===== config.mk =====
export PLATFORM = sky130hd
export DESIGN_NAME = pi_position_controller
export DESIGN_NICKNAME = d
export VERILOG_FILES = /design/src/sv/pipc_pkg.sv /design/src/sv/pi_position_controller.sv
export VERILOG_INCLUDE_DIRS = /design/src /design/src/sv
export SDC_FILE = /design/constraint.sdc
export NUM_CORES = 1
export LEC_CHECK = 0
export BUFFER_PORTS_ARGS = -buffer_cell sky130_fd_sc_hd__buf_4
export CORE_ASPECT_RATIO = 0.6
export CORE_MARGIN = 2
export CORE_UTILIZATION = 55
export DETAILED_ROUTE_END_ITERATION = 10
export PLACE_DENSITY = 0.76
export SYNTH_ARGS = -nofsm -noshare
export SYNTH_HDL_FRONTEND = slang
export SYNTH_SLANG_ARGS = --single-unit

===== constraint.sdc =====
create_clock -name aclk -period 30.7 [get_ports aclk]
set_clock_uncertainty 0.2 [all_clocks]
set_input_delay 7.675 -clock aclk [delete_from_list [all_inputs] [get_ports aclk]]
set_output_delay 7.675 -clock aclk [all_outputs]
set_load 0.01 [all_outputs]

===== src/sv/pi_position_controller_macros.svh =====
// Assertion macros shared by the pi_position_controller RTL.
`ifndef PI_POSITION_CONTROLLER_MACROS_SVH
`define PI_POSITION_CONTROLLER_MACROS_SVH

// Same-cycle implication, checked outside reset.
`define PIPC_ASSERT_NOW(label, clk, rstn, ante, cons) \
    label: assert property (@(posedge clk) disable iff (!rstn) (ante) |-> (cons)) \
        else $error("pipc assertion failed");

// Next-cycle implication, checked outside reset.
`define PIPC_ASSERT_NEXT(label, clk, rstn, ante, cons) \
    label: assert property (@(posedge clk) disable iff (!rstn) (ante) |=> (cons)) \
        else $error("pipc assertion failed");

`endif


===== src/sv/pipc_pkg.sv =====
// Constants and types of the PI position controller.
package pipc_pkg;

    localparam int SUM_WIDTH  = 24;
    localparam int SAMPLE_W   = 8;
    localparam int GAIN_W     = 8;
    localparam int FRAC_W     = 8;
    localparam int LIMIT_W    = 10;
    localparam int DRIVE_W    = 11;
    localparam int CFG_IDX_W  = 3;
    localparam int CFG_DATA_W = 10;
    localparam int S_TDATA_W  = 8;
    localparam int M_TDATA_W  = 16;

    localparam int ERR_W   = SAMPLE_W + 1;
    localparam int IPROD_W = SUM_WIDTH + GAIN_W + 1;
    localparam int IQ_W    = IPROD_W - FRAC_W;
    localparam int PPROD_W = GAIN_W + 1 + ERR_W;
    localparam int PQ_W    = PPROD_W - FRAC_W;
    localparam int ITERM_W = LIMIT_W + 1;
    localparam int TOT_W   = ITERM_W + 1;

    typedef enum logic [CFG_IDX_W-1:0] {
        REG_SETPOINT       = 3'd0,
        REG_KP_GAIN        = 3'd1,
        REG_KI_GAIN        = 3'd2,
        REG_INTEGRAL_LIMIT = 3'd3,
        REG_OUTPUT_LIMIT   = 3'd4,
        REG_DEADBAND       = 3'd5,
        REG_VALID_LOW      = 3'd6,
        REG_VALID_HIGH     = 3'd7
    } cfg_index_t;

    localparam logic [SAMPLE_W-1:0] RST_SETPOINT       = 8'd128;
    localparam logic [GAIN_W-1:0]   RST_KP_GAIN        = 8'd77;
    localparam logic [GAIN_W-1:0]   RST_KI_GAIN        = 8'd51;
    localparam logic [LIMIT_W-1:0]  RST_INTEGRAL_LIMIT = 10'd100;
    localparam logic [LIMIT_W-1:0]  RST_OUTPUT_LIMIT   = 10'd300;
    localparam logic [SAMPLE_W-1:0] RST_DEADBAND       = 8'd2;
    localparam logic [SAMPLE_W-1:0] RST_VALID_LOW      = 8'd20;
    localparam logic [SAMPLE_W-1:0] RST_VALID_HIGH     = 8'd250;

endpackage


===== src/sv/pi_position_controller.sv =====
// PI position controller: one camera sample in, one clamped drive value out.
//
//  channel   direction  ports                         payload
//  -------   ---------  ----------------------------  ---------------------------
//  s_        in         s_tvalid s_tready s_tdata     sample (8b unsigned)
//  m_        out        m_tvalid m_tready m_tdata     drive (11b signed), zero-fill
//  cfg_      in         cfg_we cfg_index cfg_wdata    register write, no read-back
//
//  One sample per cycle while m_tready is high: the input register holds the
//  sample, the accumulator and the drive value are formed from it, and the
//  drive lands in the output register.
//  The cycle time is set by the ki x accumulator multiply feeding the clamps.
//  aresetn (synchronous, active low) loads the register defaults and clears
//  the accumulator and both valid flags.
//  When m_tready is low a full output register holds; the input register still
//  takes one more transfer, then s_tready drops until the output drains.
`include "pi_position_controller_macros.svh"

module pi_position_controller
    import pipc_pkg::*;
(
    input  logic                  aclk,
    input  logic                  aresetn,
    // configuration write port
    input  logic                  cfg_we,
    input  logic [CFG_IDX_W-1:0]  cfg_index,
    input  logic [CFG_DATA_W-1:0] cfg_wdata,
    // input samples
    input  logic                  s_tvalid,
    output logic                  s_tready,
    input  logic [S_TDATA_W-1:0]  s_tdata,    // [7:0] sample
    // drive results
    output logic                  m_tvalid,
    input  logic                  m_tready,
    output logic [M_TDATA_W-1:0]  m_tdata     // [10:0] drive, [15:11] zero
);

    // configuration registers
    logic [SAMPLE_W-1:0] setpoint_reg;
    logic [GAIN_W-1:0]   kp_gain_reg;
    logic [GAIN_W-1:0]   ki_gain_reg;
    logic [LIMIT_W-1:0]  integral_limit_reg;
    logic [LIMIT_W-1:0]  output_limit_reg;
    logic [SAMPLE_W-1:0] deadband_reg;
    logic [SAMPLE_W-1:0] valid_low_reg;
    logic [SAMPLE_W-1:0] valid_high_reg;

    // pipeline registers
    logic                        s1_valid_reg;
    logic [SAMPLE_W-1:0]         sample_reg;
    logic signed [SUM_WIDTH-1:0] error_sum_reg;
    logic signed [SUM_WIDTH-1:0] error_sum_next;
    logic                        m_valid_reg;
    logic signed [DRIVE_W-1:0]   drive_reg;
    logic signed [DRIVE_W-1:0]   drive_next;

    logic advance;
    logic s1_fire;
    logic s_fire;

    // datapath intermediates
    logic signed [ERR_W-1:0]     err;
    logic signed [SUM_WIDTH:0]   sum_wide;
    logic signed [SUM_WIDTH-1:0] sum_sat;
    logic signed [GAIN_W:0]      ki_s;
    logic signed [GAIN_W:0]      kp_s;
    logic signed [IPROD_W-1:0]   iprod;
    logic signed [IPROD_W-1:0]   iprod_adj;
    logic signed [IQ_W-1:0]      iq;
    logic signed [IQ_W-1:0]      ilim_ext;
    logic signed [ITERM_W-1:0]   iterm;
    logic signed [PPROD_W-1:0]   pprod;
    logic signed [PPROD_W-1:0]   pprod_adj;
    logic signed [PQ_W-1:0]      pterm;
    logic signed [TOT_W-1:0]     total;
    logic signed [TOT_W-1:0]     olim_ext;
    logic signed [ERR_W-1:0]     err_abs;
    logic                        in_deadband;
    logic                        out_window;

    // handshake: the output register frees when empty or taken
    assign advance  = !m_valid_reg || m_tready;
    assign s_tready = !s1_valid_reg || advance;
    assign s_fire   = s_tvalid && s_tready;
    assign s1_fire  = s1_valid_reg && advance;

    assign m_tvalid = m_valid_reg;
    assign m_tdata  = {{(M_TDATA_W-DRIVE_W){1'b0}}, drive_reg};

    always_comb begin
        // error and saturating accumulate
        err      = signed'({1'b0, setpoint_reg}) - signed'({1'b0, sample_reg});
        sum_wide = (SUM_WIDTH+1)'(error_sum_reg) + (SUM_WIDTH+1)'(err);
        if (sum_wide[SUM_WIDTH] != sum_wide[SUM_WIDTH-1]) begin
            // overflow: pick the bound on the side of the true sign
            sum_sat = sum_wide[SUM_WIDTH] ? {1'b1, {(SUM_WIDTH-1){1'b0}}}
                                          : {1'b0, {(SUM_WIDTH-1){1'b1}}};
        end else begin
            sum_sat = sum_wide[SUM_WIDTH-1:0];
        end

        // integral term, truncated toward zero, then clamped
        ki_s      = signed'({1'b0, ki_gain_reg});
        iprod     = IPROD_W'(ki_s) * IPROD_W'(sum_sat);
        iprod_adj = iprod + (iprod[IPROD_W-1]
                             ? signed'({{(IPROD_W-FRAC_W){1'b0}}, {FRAC_W{1'b1}}})
                             : signed'({IPROD_W{1'b0}}));
        iq        = iprod_adj[IPROD_W-1:FRAC_W];
        ilim_ext  = signed'({{(IQ_W-LIMIT_W){1'b0}}, integral_limit_reg});
        if (iq > ilim_ext) begin
            iterm = ITERM_W'(ilim_ext);
        end else if (iq < -ilim_ext) begin
            iterm = ITERM_W'(-ilim_ext);
        end else begin
            iterm = iq[ITERM_W-1:0];
        end

        // proportional term, truncated toward zero
        kp_s      = signed'({1'b0, kp_gain_reg});
        pprod     = PPROD_W'(kp_s) * PPROD_W'(err);
        pprod_adj = pprod + (pprod[PPROD_W-1]
                             ? signed'({{(PPROD_W-FRAC_W){1'b0}}, {FRAC_W{1'b1}}})
                             : signed'({PPROD_W{1'b0}}));
        pterm     = pprod_adj[PPROD_W-1:FRAC_W];

        // sum and clamp to the output limit
        total    = TOT_W'(pterm) + TOT_W'(iterm);
        olim_ext = signed'({{(TOT_W-LIMIT_W){1'b0}}, output_limit_reg});
        if (total > olim_ext) begin
            drive_next = DRIVE_W'(olim_ext);
        end else if (total < -olim_ext) begin
            drive_next = DRIVE_W'(-olim_ext);
        end else begin
            drive_next = total[DRIVE_W-1:0];
        end

        // drop the drive outside the valid window
        out_window = (sample_reg < valid_low_reg) || (sample_reg > valid_high_reg);
        if (out_window) begin
            drive_next = '0;
        end

        // clear the accumulator inside the deadband
        err_abs        = err[ERR_W-1] ? -err : err;
        in_deadband    = (err_abs[SAMPLE_W-1:0] <= deadband_reg);
        error_sum_next = in_deadband ? '0 : sum_sat;
    end

    // configuration registers
    always_ff @(posedge aclk) begin
        if (!aresetn) begin
            setpoint_reg       <= RST_SETPOINT;
            kp_gain_reg        <= RST_KP_GAIN;
            ki_gain_reg        <= RST_KI_GAIN;
            integral_limit_reg <= RST_INTEGRAL_LIMIT;
            output_limit_reg   <= RST_OUTPUT_LIMIT;
            deadband_reg       <= RST_DEADBAND;
            valid_low_reg      <= RST_VALID_LOW;
            valid_high_reg     <= RST_VALID_HIGH;
        end else if (cfg_we) begin
            unique case (cfg_index_t'(cfg_index))
                REG_SETPOINT:       setpoint_reg       <= cfg_wdata[SAMPLE_W-1:0];
                REG_KP_GAIN:        kp_gain_reg        <= cfg_wdata[GAIN_W-1:0];
                REG_KI_GAIN:        ki_gain_reg        <= cfg_wdata[GAIN_W-1:0];
                REG_INTEGRAL_LIMIT: integral_limit_reg <= cfg_wdata[LIMIT_W-1:0];
                REG_OUTPUT_LIMIT:   output_limit_reg   <= cfg_wdata[LIMIT_W-1:0];
                REG_DEADBAND:       deadband_reg       <= cfg_wdata[SAMPLE_W-1:0];
                REG_VALID_LOW:      valid_low_reg      <= cfg_wdata[SAMPLE_W-1:0];
                REG_VALID_HIGH:     valid_high_reg     <= cfg_wdata[SAMPLE_W-1:0];
                default: ;
            endcase
        end
    end

    // control state: valid flags and the accumulator
    always_ff @(posedge aclk) begin
        if (!aresetn) begin
            s1_valid_reg  <= 1'b0;
            m_valid_reg   <= 1'b0;
            error_sum_reg <= '0;
        end else begin
            if (s_tready) begin
                s1_valid_reg <= s_tvalid;
            end
            if (advance) begin
                m_valid_reg <= s1_valid_reg;
            end
            if (s1_fire) begin
                error_sum_reg <= error_sum_next;
            end
        end
    end

    // payload registers
    always_ff @(posedge aclk) begin
        if (s_fire) begin
            sample_reg <= s_tdata[SAMPLE_W-1:0];
        end
        if (s1_fire) begin
            drive_reg <= drive_next;
        end
    end

    // assertions
    `PIPC_ASSERT_NOW(a_ready_only_when_blocked, aclk, aresetn,
        !s_tready, s1_valid_reg && m_valid_reg && !m_tready)
    `PIPC_ASSERT_NEXT(a_sum_holds_when_idle, aclk, aresetn,
        !s1_fire, $stable(error_sum_reg))
    `PIPC_ASSERT_NEXT(a_deadband_clears_sum, aclk, aresetn,
        s1_fire && in_deadband, error_sum_reg == '0)
    `PIPC_ASSERT_NEXT(a_window_zeroes_drive, aclk, aresetn,
        s1_fire && out_window, drive_reg == '0 && m_valid_reg)

endmodule

==> impl_metrics.tcl, run 1 <==
set metrics [dict create \
    largest_register_ffs 24 \
    endpoint_kind "register" \
    grt_pass1_wl_mm 85.19 \
    clk_pin_slew_ns 0.07 \
    diodes 0 \
    first_pass_iters 6 \
    syn_area_um2 19690 \
    rr_endpoint "drive_reg[4]$_SDFFCE_PP0P_" \
    synth-edff-count 19 \
    ys.flop_type "dfxtp_1" \
    worstMarginPinSlew_ns 1.322 \
    core_area_um2 35150 \
    slew_headroom 0.1169 \
    final_area_um2 20850 \
    path_common_cell "a21oi_1" \
    cts_tree "yes" \
    via_per_inst 5.874 \
    worstSetupPathType "register to register" \
    fp.dieArea_um2 37380 \
    critical_path.max_fanout 30 \
    synth_top_family_by_area "adder cells" \
    hold_viol_final 0 \
    async_flop_share 0 \
    fmax_ghz 0.05016 \
    grt-ovfl-total 0 \
    h-tree-depth 4 \
    cts-root-buf "clkbuf_16" \
    path_depth 75 \
    hp-class "register to register" \
    crit_arrival_ns 19.93 \
    critical-path-max-stage-delay_ns 1.02 \
    syn_avg_cell_area_um2 8.143 \
    cap_violations 0 \
    ys_seq_area_frac 0.1245 \
    synth-simple-area-share 0.2063 \
    multi_input_area_um2 15550 \
    postCtsHoldBufs 0 \
    muxShareOfSynthArea 0.01182 \
    drc 0 \
    dieHeight_um 150.6 \
    synth_adder_area_share 0.3607 \
    dpl-instance-area_um2 20260 \
    clock_sinks 113 \
    ys_warn_count 0 \
    drt-total-wl_mm 52.91 \
    drt_iter0_markers 1759 \
    r2r_start "sample_reg[0]$_DFFE_PP_" \
    post_drt_wl_per_cell_um 18.40 \
    gp_congestion 0.9740 \
    start_util 0.5602 \
    synthToLayoutAreaGrowth_pct 5.871 \
    reg2reg_slack_ns 10.76 \
    nFillCells 3073 \
    drive_above_1_share 0.04734 \
    post-route-period-util 0.6495 \
    cts_buffer_depth 2 \
    hpwl_mm 42.35 \
    min_period_ns 19.94 \
    outcome "complete, no violations" \
    io_buffers 38 \
    post-place-cells 2843 \
    clock_latency_ns 0.44 \
    post-cts-setup-buffer-count 0 \
    syn_inst 2418 \
    vias 16890 \
    cp-start-kind "register" \
    synth_cell_types 89 \
    ys_ff_latch 113 \
    rsz0062_at_grt "no" \
    crit_required_ns 30.69 \
    critPathSlowestCell "o21bai_1" \
    final-setup-viol-count 0 \
    grt_pass1_vias 16160 \
    critPathTopFamily "compound AO/OA/AOI/OAI gates" \
    die_w_um 248.3 \
    cts_resized 0 \
    worstSetupStartpoint "sample_reg[0]$_DFFE_PP_" \
    antenna_found_initial 0 \
    nets 2871 \
    maxSlewViolCount 0 \
    regArea_um2 2452 \
    synth_xor_area_frac 0.05249 \
    grt_usage 0.2908 \
    ff2ff_path_depth 75 \
    pin_count 44 \
    instances_no_fill 2875 \
    fin_tns_setup_ns 0 \
    ant_nets 0 \
    cts-buffers-inserted 17 \
    rows 53 \
    synth-compound-area-share 0.1574 \
    crit_path_end "drive_reg[4]$_SDFFCE_PP0P_" \
    grt_start_max_net_pins 96 \
    worstPathBufferInverterCount 5 \
]
## synthesized netlist by cell type, types with 10 or more instances
library cell	instances	share of area
o21ai_0	66	0.017
dfxtp_1	94	0.096
clkbuf_1	73	0.014
edfxtp_1	19	0.029
nor3_1	38	0.0097
xor2_1	37	0.016
nand2b_1	27	0.0086
mux2i_1	15	0.0076
nand3_1	49	0.012
and3_1	15	0.0048
xnor2_1	76	0.034
o21a_1	28	0.011
a21boi_0	59	0.022
nand4_1	24	0.0076
a21o_1	32	0.012
and2_1	145	0.046
nand2_1	334	0.064
fa_1	196	0.20
nor2_1	87	0.017
nor4_1	12	0.0038
a22oi_1	24	0.0092
ha_1	254	0.16
o211ai_1	31	0.012
nor2b_1	45	0.014
inv_1	350	0.067
a211oi_1	18	0.0069
o21bai_1	10	0.0038
a21oi_1	87	0.022
o21ai_1	26	0.0066
## kinds of logic after synthesis
kind of cell | count (synthesis)
other | 1
adders and majority gates | 450
buffers and inverters | 444
and+or+nand+nor | 821
muxes | 22
xor gates and xnor gates | 115
DFF | 113
AOI/OAI and AO/OA | 452
## placed cells by master (no fill, tap or decap), drive strengths merged, types with 25 or more instances in the layout
master	instances
inv	360
nand2	334
ha	254
fa	196
and2	146
dfxtp	94
o21ai	93
nor2	87
a21oi	87
xnor2	77
a21boi	61
nand3	50
buf	47
nor2b	45
nor3	39
xor2	38
a21o	32
o211ai	31
o21a	28
nand2b	27
nand4	25
## worst reg2reg max path: cells and delay by family, from the launching register on
kind	cells	cell delay, ns
flip-flops	1	0.39
AO/OA/AOI/OAI	38	9.26
adder cells (fa/ha/maj)	13	5.43
multiplexers	1	0.34
buffers and inverters	5	0.56
XOR/XNOR	3	0.46
AND/OR/NAND/NOR	15	3.02
## worst min-delay path by stage
stage	from	end	slack, ns	cells after the start
CTS	error_sum_reg[22]$_SDFFE_PN0P_	error_sum_reg[22]$_SDFFE_PN0P_	0.27	2
global route	error_sum_reg[22]$_SDFFE_PN0P_	error_sum_reg[22]$_SDFFE_PN0P_	0.28	2
global placement	valid_low_reg[6]$_SDFFE_PN0P_	valid_low_reg[6]$_SDFFE_PN0P_	0.25	2
finish	error_sum_reg[22]$_SDFFE_PN0P_	error_sum_reg[22]$_SDFFE_PN0P_	0.27	2
floorplan	error_sum_reg[22]$_SDFFE_PN0P_	error_sum_reg[22]$_SDFFE_PN0P_	0.24	2
detailed placement	error_sum_reg[22]$_SDFFE_PN0P_	error_sum_reg[22]$_SDFFE_PN0P_	0.25	2
## area by class of cell
cell class              instances  area share
well taps                     467     0.02803
clock inverters                15    0.007803
inverters                     351     0.06320
multi-input cells            1865      0.7460
clock buffers                  17     0.02041
repair buffers                 47     0.01693
flip-flops and latches        113      0.1176
## metrics by stage
step	utilization	setup WS (ns)	hold slack, ns
final	0.5931	10.76	0.2674
after global routing	0.5931	8.972	0.2833
after CTS	0.5931	11.09	0.2674
after detailed placement	0.5764	11.13	0.2542
after global placement	0.5764	11.63	0.2536
after floorplan	-	13.40	0.2383
## routing by layer
layer / vias up / share of wire / track usage
li1: 7989 / - / -
met1: 8091 / 0.49 / 0.4572
met2: 754 / 0.39 / 0.3942
met3: 54 / 0.11 / 0.07469
met4: 0 / 0.011 / 0.05476
met5: - / 0 / 0
Power of run 1 is not shown: default switching activity piles up to over one toggle a cycle in this logic, so the estimate is an artifact.
==> run 2, diff against run 1 <==
ABC_AREA = 1   (was unset)
PLACE_DENSITY = 0.79   (was 0.76)
clock period = 17.64 ns   (was 30.7 ns; I/O delays follow)
==> run 2 against run 1 <==
Worst hold slack worse by 0.0025 ns. Critical endpoint is now drive_reg[3]$_SDFFCE_PP0P_. Final cell count is 17% higher. Sequential cell count did not move. Critical path depth grew 22. Routed wire length rose by 8.4%. Setup slack got worse by 9.7 ns. First-iteration DRC count up 0.34%.
==> impl_metrics.tcl, run 2 <==
set metrics [dict create \
    outcome "complete, no violations" \
    start_util 0.5620 \
    fin_tns_setup_ns 0 \
    muxShareOfSynthArea 0 \
    via_per_inst 5.530 \
    cap_violations 0 \
    ys_ff_latch 113 \
    grt_usage 0.3048 \
    syn_inst 2846 \
    diodes 0 \
    worstSetupPathType "register to register" \
    clk_pin_slew_ns 0.07 \
    synth.most_common_cell "nand2_1" \
    layout_common_cells "nand2_1, inv_1, nor2_1, ha_1, fa_1" \
    crit_arrival_ns 16.49 \
    io_buffers 38 \
    crit_required_ns 17.60 \
    drc 0 \
    critPathTopFamily "adder cells" \
    clock_sinks 113 \
    synth-simple-area-share 0.2417 \
    syn_avg_cell_area_um2 6.953 \
    synth_xor_area_frac 0.03497 \
    hpwl_mm 46.90 \
    cts-root-buf "clkbuf_16" \
    final_common_cell "nand2_1" \
    async_flop_share 0 \
    ys_warn_count 0 \
    synth_cell_types 52 \
    ys.flop_type "dfxtp_1" \
    cts-buffers-inserted 17 \
    cts_tree "yes" \
    yosys-top-cells-area "fa_1, ha_1, nand2_1" \
    synth_top_area_frac 0.1983 \
    critical_path.max_fanout 12 \
    drt_iter0_markers 1765 \
    first_pass_iters 7 \
    gp_congestion 0.9765 \
    drive_above_1_share 0.07469 \
    fp.dieArea_um2 37560 \
    final_util 0.6073 \
    critical-path-max-stage-delay_ns 0.55 \
    final_area_um2 21380 \
    core_area_um2 35210 \
    path_common_cell "nand2_1" \
    hold_viol_final 0 \
    synth_top_area_cell "fa_1" \
    synth_adder_area_share 0.3589 \
    grt_pass1_vias 17270 \
    antenna_found_initial 0 \
    cp-start-kind "register" \
    worstMarginPinSlew_ns 1.214 \
    grt_pass1_wl_mm 90.09 \
    vias 18570 \
    largest_register_ffs 24 \
    dieHeight_um 150.9 \
    post_drt_wl_per_cell_um 17.08 \
    clock_latency_ns 0.45 \
    post-route-period-util 0.9374 \
    endpoint_kind "register" \
    drt-total-wl_mm 57.37 \
    maxSlewViolCount 0 \
    worstPathBufferInverterCount 22 \
    min_period_ns 16.54 \
    fmax_ghz 0.06047 \
    grt_start_max_net_pins 64 \
    grt-ovfl-total 0 \
    cts_buffer_depth 2 \
    hp-class "register to register" \
    syn_area_um2 19790 \
    ant_nets 0 \
    rows 53 \
    critPathSlowestCell "fa_1" \
    nets 3355 \
    synth-edff-count 19 \
    dpl-instance-area_um2 20560 \
    pin_count 44 \
    slew_headroom 0.1896 \
    final-setup-viol-count 0 \
    synthToLayoutAreaGrowth_pct 8.062 \
    h-tree-depth 4 \
    synth_top_family_by_area "adder cells" \
    die_w_um 248.9 \
    ys_seq_area_frac 0.1239 \
    synth-compound-area-share 0.1179 \
    synthTopCellsByCount "nand2_1, inv_1, nor2_1, ha_1, fa_1" \
]
-- run 2: cell types whose count changed after synthesis, sizes merged, moves of 59 or more --
cell   before  now
inv       350  572
nor2       87  318
a21oi      87  195
and2      146    2
nand2     334  662
nand3      50  109
-- run 2: worst paths after layout --
| check | startpoint | endpoint | slack (ns) | depth (start not counted) |
|---|---|---|---|---|
| setup / recovery | sample_reg[2]$_DFFE_PP_ | drive_reg[3]$_SDFFCE_PP0P_ | 1.10 | 97 |
| hold / removal | valid_low_reg[3]$_SDFFE_PN0P_ | valid_low_reg[3]$_SDFFE_PN0P_ | 0.26 | 2 |
| setup reg to reg | sample_reg[2]$_DFFE_PP_ | drive_reg[3]$_SDFFCE_PP0P_ | 1.10 | 97 |
| hold reg to reg | valid_low_reg[3]$_SDFFE_PN0P_ | valid_low_reg[3]$_SDFFE_PN0P_ | 0.26 | 2 |
-- run 2: per-stage QoR --
step           cells  setup slack (ns)  hold slack, ns
2_1_floorplan   2850             2.030          0.2353
3_3_place_gp    3317            0.5759          0.2488
3_5_place_dp    3317          -0.06140          0.2570
4_1_cts         3351           0.03180          0.2686
5_1_grt         3359           -0.1106          0.2939
6_report        3359             1.104          0.2649
-- run 2: timing repair --
item                       4_1_cts  5_1_grt
gates resized for setup          4       53
gates cloned                     0        1
setup endpoints to repair       10       11
setup buffers                    2        7
hold buffers                     0        0
pin swaps                        0        4
-- run 2: logic make-up after synthesis --
family | count (synthesis)
other cells | 1
buf+inv | 636
compound gates | 410
xor+xnor | 79
flops | 113
fa+ha+maj | 450
simple gates | 1157
-- run 2: worst register-to-register path: cells and delay by family, from the launching register on --
family / cells / cell delay (ns)
xor+xnor: 3 / 0.65
flops: 1 / 0.45
buf+inv: 22 / 2.16
fa+ha+maj: 13 / 5.05
simple gates: 33 / 4.03
compound gates: 26 / 3.73
-- run 2: layer usage --
metal,up-vias,GRT usage,part of all wire,wire length (um)
met2,860,0.4289,0.39,22490
met1,8675,0.4569,0.47,26880
met3,73,0.09005,0.13,7263
li1,8966,-,-,-
met4,0,0.06303,0.013,747
met5,-,0,0,0
-- run 2: layout make-up --
class,instances,area (um^2)
inverter,581,2196
sequential,113,2452
tap,467,584.3
clock inverter,15,160.2
timing repair buffer,64,480.5
clock buffer,17,425.4
multi-input combinational,2102,15080
fill,3194,13830
Power of run 2 is left out for the same reason.
